[config.mk]
export PLATFORM = sky130hd
export DESIGN_NAME = servo_keyframe_interpolator
export DESIGN_NICKNAME = d
export VERILOG_FILES = /design/src/sv/ski_pkg.sv /design/src/sv/ski_divider.sv /design/src/sv/servo_keyframe_interpolator.sv
export SDC_FILE = /design/constraint.sdc
export NUM_CORES = 1
export LEC_CHECK = 0
export BUFFER_PORTS_ARGS = -buffer_cell sky130_fd_sc_hd__buf_4
export CORE_MARGIN = 4
export CORE_UTILIZATION = 40
export DETAILED_ROUTE_END_ITERATION = 10
export HOLD_SLACK_MARGIN = 0.02
export PLACE_DENSITY = 0.55
export SYNTH_ARGS = -nofsm -noshare
export SYNTH_HDL_FRONTEND = slang
export SYNTH_SLANG_ARGS = --single-unit
[constraint.sdc]
create_clock -name clk -period 11.2 [get_ports clk]
set_input_delay 2.8 -clock clk [delete_from_list [all_inputs] [get_ports clk]]
set_output_delay 2.8 -clock clk [all_outputs]
set_load 0.02 [all_outputs]
[src/sv/ski_pkg.sv]
// ----------------------------------------------------------------------------
// ski_pkg
// Shared types and constants of the servo keyframe interpolator.
// ----------------------------------------------------------------------------
`default_nettype none
package ski_pkg;
    localparam int ANGLE_W = 10;
    localparam int TIME_W = 32;
    localparam int DUR_W = 16;
    localparam int STEP_W = 7;
    localparam int MIN_STEP_MS = 25;
    localparam int NUM_SERVO_FIELDS = 8;

    typedef enum logic [2:0] {
        ST_IDLE,
        ST_DIV,
        ST_FRAME,
        ST_ANGLE,
        ST_OUT
    } state_t;
endpackage
`default_nettype wire

[src/sv/ski_divider.sv]
// ----------------------------------------------------------------------------
// ski_divider
// Restoring divider, one quotient bit per cycle, for unsigned operands.
// ----------------------------------------------------------------------------
`default_nettype none
module ski_divider #(
    parameter int NUM_W = 16,
    parameter int DEN_W = 7
) (
    input  wire logic             clk,
    input  wire logic             rst_n,
    input  wire logic             start,
    input  wire logic [NUM_W-1:0] num,
    input  wire logic [DEN_W-1:0] den,
    output logic                  busy,
    output logic [NUM_W-1:0]      quot,
    output logic [DEN_W-1:0]      rem
);
    localparam int CNT_W = $clog2(NUM_W + 1);

    logic [CNT_W-1:0] cnt_reg, cnt_next;
    logic [NUM_W-1:0] q_reg, q_next;
    logic [DEN_W-1:0] r_reg, r_next, d_reg, d_next;
    logic [DEN_W:0]   trial;

    always_comb
    begin
        cnt_next = cnt_reg;
        q_next = q_reg;
        r_next = r_reg;
        d_next = d_reg;
        trial = {r_reg, q_reg[NUM_W-1]} - {1'b0, d_reg};
        if (start)
        begin
            cnt_next = CNT_W'(NUM_W);
            q_next = num;
            r_next = '0;
            d_next = den;
        end
        else if (cnt_reg != '0)
        begin
            cnt_next = cnt_reg - 1'b1;
            // The shifted remainder fits in DEN_W+1 bits; keep it only if no borrow.
            if (!trial[DEN_W] || r_reg[DEN_W-1])
            begin
                r_next = trial[DEN_W-1:0];
                q_next = {q_reg[NUM_W-2:0], 1'b1};
            end
            else
            begin
                r_next = {r_reg[DEN_W-2:0], q_reg[NUM_W-1]};
                q_next = {q_reg[NUM_W-2:0], 1'b0};
            end
        end
    end

    always_ff @(posedge clk or negedge rst_n)
    begin
        if (!rst_n)
            cnt_reg <= '0;
        else
            cnt_reg <= cnt_next;
    end

    always_ff @(posedge clk)
    begin
        q_reg <= q_next;
        r_reg <= r_next;
        d_reg <= d_next;
    end

    assign busy = cnt_reg != '0;
    assign quot = q_reg;
    assign rem = r_reg;
endmodule
`default_nettype wire

[src/sv/servo_keyframe_interpolator.sv]
// ----------------------------------------------------------------------------
// servo_keyframe_interpolator
// Linear keyframe interpolation of servo poses into timed frames.
// ----------------------------------------------------------------------------
// An initial pose gives one word on the cycle after acceptance.
// A later pose first divides its duration by the step count for the slot, then
// each frame has a setup state, one division per servo in the shared serial
// divider and an output state that waits for m_tready.
// One pose is worked on at a time. Reset clears time, pose and control.
`default_nettype none
module servo_keyframe_interpolator #(
    parameter int SERVO_COUNT = 8,
    parameter int MAX_STEPS = 64
) (
    input  wire logic         clk,
    input  wire logic         rst_n,
    input  wire logic         s_tvalid,
    output logic              s_tready,
    // tdata: step_count[6:0], duration[22:7], target_0..7 [32:23]..[102:93]
    input  wire logic [103:0] s_tdata,
    // tuser: is_initial
    input  wire logic         s_tuser,
    output logic              m_tvalid,
    input  wire logic         m_tready,
    // tdata: fire_time[31:0], out_angle_0..7 [41:32]..[111:102]
    output logic [111:0]      m_tdata,
    output logic              m_tlast
);
    import ski_pkg::*;

    localparam int SI_W = (SERVO_COUNT > 1) ? $clog2(SERVO_COUNT) : 1;
    localparam int PROD_W = ANGLE_W + STEP_W + 1;

    state_t state_reg, state_next;
    logic [TIME_W-1:0]  elapsed_reg, elapsed_next, time_reg, time_next;
    logic [TIME_W-1:0]  slot_reg, slot_next;
    logic [DUR_W-1:0]   dur_reg, dur_next;
    logic [STEP_W-1:0]  steps_reg, steps_next, j_reg, j_next;
    logic [SI_W-1:0]    si_reg, si_next;
    logic [ANGLE_W-1:0] prev_reg [NUM_SERVO_FIELDS];
    logic [ANGLE_W-1:0] tgt_reg [NUM_SERVO_FIELDS];
    logic [ANGLE_W-1:0] ang_reg [NUM_SERVO_FIELDS];
    logic               last_reg, last_next, init_reg, init_next;
    logic               neg_reg;

    logic               div_start;
    logic               div_busy;
    logic [DUR_W-1:0]   div_num;
    logic [STEP_W-1:0]  div_den;
    logic [DUR_W-1:0]   dnum, dquot;
    logic [STEP_W-1:0]  drem;
    logic [PROD_W-1:0]  prod;
    logic [STEP_W-1:0]  steps_in;
    logic               angle_write;
    logic signed [ANGLE_W+1:0] diff, quot_s, angle_val;

    ski_divider #(.NUM_W(DUR_W), .DEN_W(STEP_W)) u_div (
        .clk(clk), .rst_n(rst_n), .start(div_start), .num(div_num),
        .den(div_den), .busy(div_busy), .quot(dquot), .rem(drem)
    );

    // The divider loads its operands at the start edge, so they are formed here.
    assign div_num = (state_reg == ST_IDLE) ? s_tdata[22:7] : dnum;
    assign div_den = (state_reg == ST_IDLE) ? steps_in : steps_reg;

    always_comb
    begin
        steps_in = s_tdata[6:0];
        if (steps_in == '0)
            steps_in = STEP_W'(1);
        else if (steps_in > STEP_W'(MAX_STEPS))
            steps_in = STEP_W'(MAX_STEPS);
    end

    // Difference of the servo divided next and the numerator magnitude |diff| * j.
    always_comb
    begin
        diff = $signed({2'b0, tgt_reg[si_next]}) - $signed({2'b0, prev_reg[si_next]});
        prod = PROD_W'((diff < 0) ? -diff : diff) * PROD_W'(j_next);
        dnum = prod[DUR_W-1:0];
        // Negative quotients round toward minus infinity.
        quot_s = $signed({2'b0, dquot[ANGLE_W-1:0]});
        if (neg_reg)
            quot_s = -quot_s - ((drem != '0) ? 12'sd1 : 12'sd0);
        angle_val = $signed({2'b0, prev_reg[si_reg]}) + quot_s;
    end

    // Next state.
    always_comb
    begin
        state_next = state_reg;
        case (state_reg)
            ST_IDLE:
                if (s_tvalid)
                    state_next = s_tuser ? ST_OUT : ST_DIV;
            ST_DIV:
                if (!div_busy && !div_start)
                    state_next = ST_FRAME;
            ST_FRAME:
                state_next = ST_ANGLE;
            ST_ANGLE:
                if (!div_busy && !div_start && si_reg == SI_W'(SERVO_COUNT - 1))
                    state_next = ST_OUT;
            ST_OUT:
                if (m_tready)
                    state_next = (init_reg || last_reg) ? ST_IDLE : ST_FRAME;
            default:
                state_next = ST_IDLE;
        endcase
    end

    // Datapath and handshake outputs.
    always_comb
    begin
        s_tready = state_reg == ST_IDLE;
        m_tvalid = state_reg == ST_OUT;
        elapsed_next = elapsed_reg;
        time_next = time_reg;
        slot_next = slot_reg;
        dur_next = dur_reg;
        steps_next = steps_reg;
        j_next = j_reg;
        si_next = si_reg;
        last_next = last_reg;
        init_next = init_reg;
        div_start = 1'b0;
        angle_write = 1'b0;
        case (state_reg)
            ST_IDLE:
                if (s_tvalid)
                begin
                    init_next = s_tuser;
                    steps_next = steps_in;
                    dur_next = s_tdata[22:7];
                    j_next = '0;
                    last_next = s_tuser;
                    if (s_tuser)
                    begin
                        elapsed_next = '0;
                        time_next = '0;
                    end
                    else
                        time_next = elapsed_reg;
                    div_start = !s_tuser;
                end
            ST_DIV:
                if (!div_busy && !div_start)
                    slot_next = (dquot < DUR_W'(MIN_STEP_MS))
                        ? TIME_W'(MIN_STEP_MS) : TIME_W'(dquot);
            ST_FRAME:
            begin
                j_next = j_reg + 1'b1;
                time_next = time_reg + slot_reg;
                last_next = (j_reg + 1'b1) == steps_reg;
                si_next = '0;
                div_start = 1'b1;
            end
            ST_ANGLE:
                if (!div_busy && !div_start)
                begin
                    angle_write = 1'b1;
                    if (si_reg != SI_W'(SERVO_COUNT - 1))
                    begin
                        si_next = si_reg + 1'b1;
                        div_start = 1'b1;
                    end
                end
            ST_OUT:
                if (m_tready && !init_reg && last_reg)
                    elapsed_next = elapsed_reg + TIME_W'(dur_reg);
            default:
                ;
        endcase
    end

    always_ff @(posedge clk or negedge rst_n)
    begin
        if (!rst_n)
        begin
            state_reg <= ST_IDLE;
            elapsed_reg <= '0;
            for (int i = 0; i < NUM_SERVO_FIELDS; i++)
                prev_reg[i] <= '0;
        end
        else
        begin
            state_reg <= state_next;
            elapsed_reg <= elapsed_next;
            if (state_reg == ST_OUT && m_tready && (init_reg || last_reg))
                for (int i = 0; i < SERVO_COUNT; i++)
                    prev_reg[i] <= tgt_reg[i];
        end
    end

    always_ff @(posedge clk)
    begin
        time_reg <= time_next;
        slot_reg <= slot_next;
        dur_reg <= dur_next;
        steps_reg <= steps_next;
        j_reg <= j_next;
        si_reg <= si_next;
        last_reg <= last_next;
        init_reg <= init_next;
        if (div_start)
            neg_reg <= (state_reg != ST_IDLE) && (diff < 0);
        // On acceptance, capture every target; the output angles start at the targets.
        if (state_reg == ST_IDLE && s_tvalid)
            for (int i = 0; i < NUM_SERVO_FIELDS; i++)
            begin
                tgt_reg[i] <= (i < SERVO_COUNT) ? s_tdata[23 + i*ANGLE_W +: ANGLE_W] : '0;
                ang_reg[i] <= (i < SERVO_COUNT) ? s_tdata[23 + i*ANGLE_W +: ANGLE_W] : '0;
            end
        if (angle_write)
            ang_reg[si_reg] <= angle_val[ANGLE_W-1:0];
    end

    // dnum for servo si+1 must be formed before start; si_next leads it.
    always_comb
    begin
        m_tdata[TIME_W-1:0] = time_reg;
        for (int i = 0; i < NUM_SERVO_FIELDS; i++)
            m_tdata[TIME_W + i*ANGLE_W +: ANGLE_W] = ang_reg[i];
        m_tlast = last_reg;
    end

    a_ready_idle: assert property (@(posedge clk) disable iff (!rst_n)
        s_tready |-> !m_tvalid) else $error("accepting while output pending");
    a_init_time: assert property (@(posedge clk) disable iff (!rst_n)
        (m_tvalid && init_reg) |-> (time_reg == '0 && m_tlast))
        else $error("initial frame malformed");
    a_div_idle: assert property (@(posedge clk) disable iff (!rst_n)
        (state_reg == ST_OUT) |-> !div_busy) else $error("divider busy at output");
endmodule
`default_nettype wire
# Word level (Yosys, flattened, before mapping)
# Memories as Yosys holds them, arrays and structs flattened. A register that Yosys moved wholly into a read port is not among the register bits.
# Cells that the tools add are included.
# op_classes
addsub	11
multipliers	1
magnitude_cmp	5
eq_ne	12
mux	51
n_bitwise	3
n_reduce_logical	37
# op_table
cell	count
32-bit case mux with 2 select lines	2
32-bit 2-to-1 mux	3
10-bit binary-select mux with 3-bit select	2
10-bit 2-to-1 mux	6
16-bit 2-to-1 mux	3
7-bit 2-to-1 mux	5
32-bit by 16-bit adder with 32-bit output	1
32-bit adder	1
3-bit 2-to-1 mux	8
18-bit by 7-bit multiplier with 16-bit output	1
18-bit 2-to-1 mux	1
11-bit negator with 18-bit output	1
16-bit by 5-bit less-than comparator with 1-bit output (second input constant)	1
3-bit case mux with 5 select lines	1
7-bit case mux with 2 select lines	1
1-bit logical NOT	13
1-bit 2-to-1 mux	13
11-bit by 1-bit less-than comparator with 1-bit output (second input constant)	1
10-bit by 10-bit subtractor with 11-bit output	1
10-bit adder	1
5-bit 2-to-1 mux	2
10-bit negator	1
10-bit OR reduction	1
10-bit by 2-bit subtractor with 10-bit output	1
30 further kinds	49
# totals
register_bits	170
ram_bits	160
inputBits	109
out_inout_bits	115
n_memories	2
# mem_list
memory	depth	width	rd	rd_ports_with_merged_regs	write_ports	line	source
ang_reg	8	10	8	0	8	servo_keyframe_interpolator.sv:42	logic [ANGLE_W-1:0] ang_reg [NUM_SERVO_FIELDS];
tgt_reg	8	10	9	8	8	servo_keyframe_interpolator.sv:41	logic [ANGLE_W-1:0] tgt_reg [NUM_SERVO_FIELDS];

# Depth between registers and ports, before layout
# Gate-level depths: netlist (run 1).
# depth
word_depth	14
ltp_mapped	44
mapped_depth_nobuf	41

# Modules after synthesis
# From an unflattened synthesis (run 1), not the netlist that was laid out.
# hier_totals
cells_unflattened	2231
area_unflattened_um2	23308.6
# modules_own_cells
mod	n_inst	cells_each	area_each_um2	seq_area_each_um2
servo_keyframe_interpolator	1	2088	21571.9	10104.7
ski_divider	1	143	1736.7	955.9

# Least setup slack after synthesis (run 1)
# Ideal clock, no wire load.
# synth_timing
path_kind	register to register
start	reg u_div.cnt_reg[0]
end	reg u_div.q_reg[14], in the netlist u_div.quot[14], data pin
setup_ps	167
t_arrival_ps	8559
setup_slack_ps	2474
path_stages_with_launch	44
synth_period_minus_slack_ps	8726
cell_sequence	dfrtp_1 > inv_1 > ha_1 > nor4b_1 > buf_2 > nand2_1 > nand2_1 > nand2_1 > a22oi_2 > inv_2 > buf_2 > buf_1 > nand2_1 > nand3_1 > a31oi_1 > ha_1 > inv_1 > fa_1 > (+8 left out) > fa_1 > inv_1 > fa_1 > inv_1 > fa_1 > inv_1 > fa_1 > inv_1 > ha_1 > inv_1 > o21bai_1 > a21oi_1 > nor2b_1 > o21a_1 > o31a_1 > o41ai_1 > nor2_1 > a211oi_1
# synth_via
elab_chain_len	13
# synth_lines
item	line	source
start, declared	ski_divider.sv:21	logic [CNT_W-1:0] cnt_reg, cnt_next;
start signal, assigned	ski_divider.sv:62	cnt_reg <= cnt_next;
5-bit nonzero test *	ski_divider.sv:72	assign busy = cnt_reg != '0;
3-bit 2-to-1 mux	servo_keyframe_interpolator.sv:159	if (!div_busy && !div_start)
3-bit case mux with 2 select lines	servo_keyframe_interpolator.sv:128	case (state_reg)
3-bit inverter with 4-bit output (implied by the code)	servo_keyframe_interpolator.sv:78	diff = $signed({2'b0, tgt_reg[si_next]}) - $signed({2'b0, prev_reg[si_next]});
10-bit binary-select mux with 3-bit select	servo_keyframe_interpolator.sv:78	
10-bit 2-to-1 mux (implied by the code) (2 in a row)	servo_keyframe_interpolator.sv:78	
10-bit by 10-bit subtractor with 11-bit output	servo_keyframe_interpolator.sv:78	
11-bit negator with 18-bit output or 11-bit by 1-bit less-than comparator with 1-bit output (tied branches)	servo_keyframe_interpolator.sv:79	prod = PROD_W'((diff < 0) ? -diff : diff) * PROD_W'(j_next);
18-bit 2-to-1 mux	servo_keyframe_interpolator.sv:79	
18-bit by 7-bit multiplier with 16-bit output	servo_keyframe_interpolator.sv:79	
16-bit 2-to-1 mux	servo_keyframe_interpolator.sv:63	assign div_num = (state_reg == ST_IDLE) ? s_tdata[22:7] : dnum;
16-bit 2-to-1 mux *	ski_divider.sv:33	if (start)
net u_div.q_next[14]	ski_divider.sv:22	logic [NUM_W-1:0] q_reg, q_next;
end signal, assigned	ski_divider.sv:67	q_reg <= q_next;
end, declared	ski_divider.sv:22	
# The timed path passes the listed nets; every way through them passes the cells marked *. The select of a mux whose other input is x is not followed.
# A chain may end at the register's enable or synchronous reset.

# Worst setup path in the final report (run 1)
# Same ends and word-level chain as after synthesis.

==> flow_summary.ini, run 1 <==
[flow_run]
maxCapViolCount = 0

[timing]
finalSetupViolCount = 0
fmax_mhz = 101.5
drv_slew = 0
period_minus_slack_ps = 9855
setup_tns_ps = 0
tightest_slew_ps = 1289
fin_skew_ps = 26.18
rsz0062_at_grt = no
fin_crit_sh_pct = 87.99
hold_violations = 0
slew_headroom_pct = 13.76

[route]
wl_per_cell_um = 21.17
antenna_left = 0
drc_errors = 0
firstDrtPassIters = 8
viasPerCell = 5.501
vias = 18010
totalWireLength_um = 69320
drt_iter0_drc = 1274

[logic_synthesis]
ys_seq_area_share_pct = 47.97
yosys_most_used_dff = edfxtp_1
yosysWarnings = 0
synthArstFlopShare_pct = 30.46
synth_edf_count = 257
synthCells = 2262
netlist_area_mm2 = 0.02306
synth_area_leader_cell = edfxtp_1
synth_top_area_share_pct = 33.47
ys_types = 78
synth.area.top_cells = edfxtp_1, dfrtp_1, nand2_1
postSynthAreaPerCell_um2 = 10.19
synth_seq_cells = 394

[cts]
htreeDepth = 2
cts_root_buf = clkbuf_16
worstSkewPairLatency_ps = 590
cts.sinks = 394
holdBufCountCts = 0
cts_setup_buffers = 0
cts_resized = 0
clockBufferDepth = 3
cts_tree = yes
clkTransAtPathRegs_ps = 60
cts_buffers = 46

[global_route]
track_usage_pct = 22.11
grt_antenna_before_repair = 4
grt_pass1_vias = 17650
gr-usage-met3_pct = 2.680
grt_max_degree = 81
use_met1_pct = 29.07
grt.busiest_layer = met2
met2_usage_pct = 37.90
grt_pass1_wl_um = 104900
grt-ovfl-total = 0

[setup_path]
cp_common_cell = inv_1
cpPeakStageDelay_ps = 700
cp_max_fo = 16
crit_path_start_kind = flop
cp.required_ps = 11610
crit_slowest_cell = nor2_1
criticalPathCategory = reg2reg
crit_arrival_ps = 10270
endpoint_kind = flop

[pwr]
power.total_mw = 3.811
powerDensity_mw_per_mm2 = 140.2
peakVddDrop_uv = 112.5
p_leak_nw = 11.30

[floorplanning]
row_count = 87
ios = 224
core_area_mm2 = 0.05671
dieArea_mm2 = 0.06154
fp.dieW_um = 248.1
die_h_um = 248.1
start_util_pct = 40.65

[place]
io_buffer_count = 222
gp_congestion = 0.9033
dp_cells = 3188
placed_cell_area_mm2 = 0.02565
dp_hpwl_um = 50750

[final_layout]
nNetsFinal = 2745
layout_commonest_cell = nand2_1
area_growth_pct = 17.94
final.fill_count = 5286
instances_no_fill = 3274
final_area_mm2 = 0.02719
antennaDiodeCount = 0
drive_above_1_share_pct = 19.66
final_cell_mix = nand2_1, buf_4, edfxtp_1

[hold_path]
worstHoldPathType = reg2reg

[outcome]
status = finished, final reports clean
[through the flow]
step / util [%] / worst slack [ps] / hold WS, ps
2_1_floorplan: - / 2474 / 445.5
3_3_place_gp: 45.23 / 1545 / 467.2
3_5_place_dp: 45.23 / 1450 / 464.9
4_1_cts: 47.94 / 1431 / 483.7
5_1_grt: 47.94 / 781.2 / 503.1
6_report: 47.94 / 1345 / 477.6
[layer usage]
metal / wire [µm] / up-vias
met5: 0 / -
met4: 2438 / 0
met3: 3489 / 113
met2: 34390 / 554
met1: 29000 / 8903
li1: - / 8440
[final cells by class]
class / instances / area [µm²] / area share, %
multi-input cells: 1649 / 11170 / 41.10
flip-flops and latches: 394 / 11060 / 40.68
repair buffers: 265 / 2002 / 7.362
clock buffers: 61 / 1280 / 4.707
well taps: 756 / 945.9 / 3.479
inverters: 124 / 467.9 / 1.721
clock inverters: 25 / 259.0 / 0.9525
[report_power, final]
part,switching (mW),internal (mW),leakage (nW),total (mW)
sequential,0.0275,1.59,4.09,1.62
combinational,0.429,0.231,6.46,0.660
clock,0.631,0.904,0.750,1.54
total,1.09,2.72,11.3,3.81
[worst max-delay path: cells and delay by family, from the launching register on]
family          cells  cell delay, ps
fa+ha+maj           8            3170
compound gates     12            2730
simple gates        8            1930
buf+inv            10            1460
flops               1             380
[cell families (layout without fill, tap and decap cells)]
family / count (synthesis) / after routing / share of synthesized area, %
and+or+nand+nor: 843 / 843 / 16.19
buffers and inverters: 227 / 475 / 3.826
other: 2 / 10 / 0.03257
AOI/OAI and AO/OA: 413 / 413 / 11.09
muxes: 135 / 135 / 7.071
xor gates and xnor gates: 92 / 92 / 3.495
DFF: 394 / 394 / 47.97
adders and majority gates: 156 / 156 / 10.32
[worst paths after layout]
path                       cells past startpoint              from  slack (ps)              end
max                                           38  u_div.cnt_reg[0]        1340   u_div.quot[14]
min                                            2      u_div.rem[6]         480     u_div.rem[6]
max reg2reg                                   38  u_div.cnt_reg[0]        1340   u_div.quot[14]
min reg2reg                                    2      u_div.rem[6]         480     u_div.rem[6]
max in group asynchronous                      2             rst_n        7460     prev_reg[12]
min in group asynchronous                      1             rst_n        2360  elapsed_reg[20]
[cell usage after synthesis (27+ instances only)]
cell type	number
nor2_1	145
xor2_1	32
fa_1	57
nand3_1	132
nor3_1	27
ha_1	99
xnor2_1	60
mux2_2	113
edfxtp_1	257
nand2_1	408
dfrtp_1	120
clkbuf_1	78
inv_1	120
a21oi_1	82
o21ai_0	152
a31oi_1	38
(Power assumes the default switching activity.)
==> inputs of run 2 (changes only) <==
--- a/config.mk
+++ b/config.mk
@@ -6,7 +6,8 @@
 export NUM_CORES = 1
 export LEC_CHECK = 0
 export BUFFER_PORTS_ARGS = -buffer_cell sky130_fd_sc_hd__buf_4
-export CORE_MARGIN = 4
+export CORE_ASPECT_RATIO = 0.7
+export CORE_MARGIN = 2
 export CORE_UTILIZATION = 40
 export DETAILED_ROUTE_END_ITERATION = 10
 export HOLD_SLACK_MARGIN = 0.02
==> run 2 against run 1 <==
Effect of this change: sequential power barely moved; combinational power rose by 2%; sequential share of layout area rose by 0.096 points; core utilization fell by 0.27 points; clock skew rose by 2.1 ps; wire length rose by 2.2%; first-iteration DRC count rose by 32%; register-to-register slack got worse by 230 ps; cell count fell by 0.31%; hold slack got worse by 4.8 ps; highest routed layer unchanged.
==> flow_summary.ini, run 2 (synthesized netlist as in run 1, its figures left out) <==
[pwr]
p_leak_nw = 11.29
power.total_mw = 3.771
peakVddDrop_uv = 90.07
powerDensity_mw_per_mm2 = 139.0

[cts]
cts_resized = 0
cts_setup_buffers = 0
cts.sinks = 394
cts_tree = yes
clkTransAtPathRegs_ps = 60
cts_root_buf = clkbuf_16
clockBufferDepth = 3
cts_buffers = 41
holdBufCountCts = 0
worstSkewPairLatency_ps = 590
htreeDepth = 2

[floorplanning]
ios = 224
row_count = 73
core_area_mm2 = 0.05690
start_util_pct = 40.52
die_h_um = 204.9
fp.dieW_um = 291.0
dieArea_mm2 = 0.05961

[setup_path]
crit_path_start_kind = flop
crit_arrival_ps = 10470
cp_max_fo = 80
cp.required_ps = 11590
cp_common_cell = inv_1
crit_slowest_cell = buf_4
criticalPathCategory = reg2reg
cp_num_buf_inv = 8
path_delay_family = compound AO/OA/AOI/OAI gates
r2r_slack_ps = 1110
cpPeakStageDelay_ps = 750
endpoint_kind = flop

[global_route]
grt_antenna_before_repair = 1
grt_max_degree = 81
grt_pass1_vias = 17210
grt_pass1_wl_um = 106800
track_usage_pct = 23.70
grt-ovfl-total = 0

[outcome]
status = finished, final reports clean

[final_layout]
final.fill_count = 5310
final_cell_mix = nand2_1, buf_4, edfxtp_1
antennaDiodeCount = 0
area_growth_pct = 17.66
nNetsFinal = 2747
layout_commonest_cell = nand2_1
drive_above_1_share_pct = 19.65

[timing]
finalSetupViolCount = 0
slew_headroom_pct = 24.69
setup_tns_ps = 0
tightest_slew_ps = 1130
period_minus_slack_ps = 10090
hold_violations = 0
drv_slew = 0
fin_crit_sh_pct = 90.06
fin_skew_ps = 28.23
fmax_mhz = 99.14
fin_ws_ps = 1113
rsz0062_at_grt = no

[hold_path]
worstHoldPathType = reg2reg

[route]
antenna_left = 0
viasPerCell = 5.604
drc_errors = 0
drt_iter0_drc = 1681
totalWireLength_um = 70840
firstDrtPassIters = 5
wl_per_cell_um = 21.70
vias = 18290

[place]
place_ws_ps = 1194
dp_hpwl_um = 51490
io_buffer_count = 222
gp_congestion = 0.8889

[flow_run]
maxCapViolCount = 0
-- run 2: per-layer routing --
metal	part of all wire (%)	up-vias	GRT usage [%]	wire length, µm
met3	9.3	91	5.609	6576
met1	48	9023	36.91	34140
met2	40	743	32.36	28430
met5	0	-	0	0
met4	2.4	0	6.366	1699
li1	-	8433	-	-
-- run 2: per-stage QoR --
stage / utilization, % / area (µm²) / hold slack [ps] / std cells
final: 47.67 / 27130 / 472.8 / 3264
after global routing: 47.67 / 27130 / 490.5 / 3264
after CTS: 47.66 / 27120 / 472.8 / 3263
after detailed placement: 45.15 / 25690 / 464.3 / 3188
after global placement: 45.15 / 25690 / 464.8 / 3188
after floorplan: - / 23090 / 445.5 / 2270
-- run 2: cell type report --
type	count	area (µm²)	area share, %
Clock inverter	18	294.0	1.084
Tap cell	750	938.4	3.459
Sequential cell	394	11060	40.78
Multi-Input combinational cell	1649	11170	41.19
Timing Repair Buffer	272	2054	7.573
Clock buffer	57	1136	4.188
Inverter	124	467.9	1.725
-- run 2: worst paths after layout --
kind                                  end  depth (start not counted)        startpoint
setup / recovery           u_div.quot[14]                         38  u_div.cnt_reg[0]
hold / removal               u_div.rem[6]                          2      u_div.rem[6]
setup reg to reg           u_div.quot[14]                         38  u_div.cnt_reg[0]
hold reg to reg              u_div.rem[6]                          2      u_div.rem[6]
max in group asynchronous    prev_reg[23]                          2             rst_n
min in group asynchronous  elapsed_reg[8]                          1             rst_n
-- run 2: report_power, final --
group | leakage, nW | total [mW] | internal [mW] | switching [mW]
registers | 4.09 | 1.62 | 1.59 | 0.0275
logic | 6.51 | 0.675 | 0.231 | 0.444
clock network | 0.697 | 1.48 | 0.877 | 0.604
total | 11.3 | 3.77 | 2.70 | 1.07
-- run 2: tightest hold or removal path: cells and delay by family, from the launching register on --
kind | cells | cell delay (ps)
and+or+nand+nor | 1 | 60
AOI/OAI and AO/OA | 1 | 50
DFF | 1 | 320
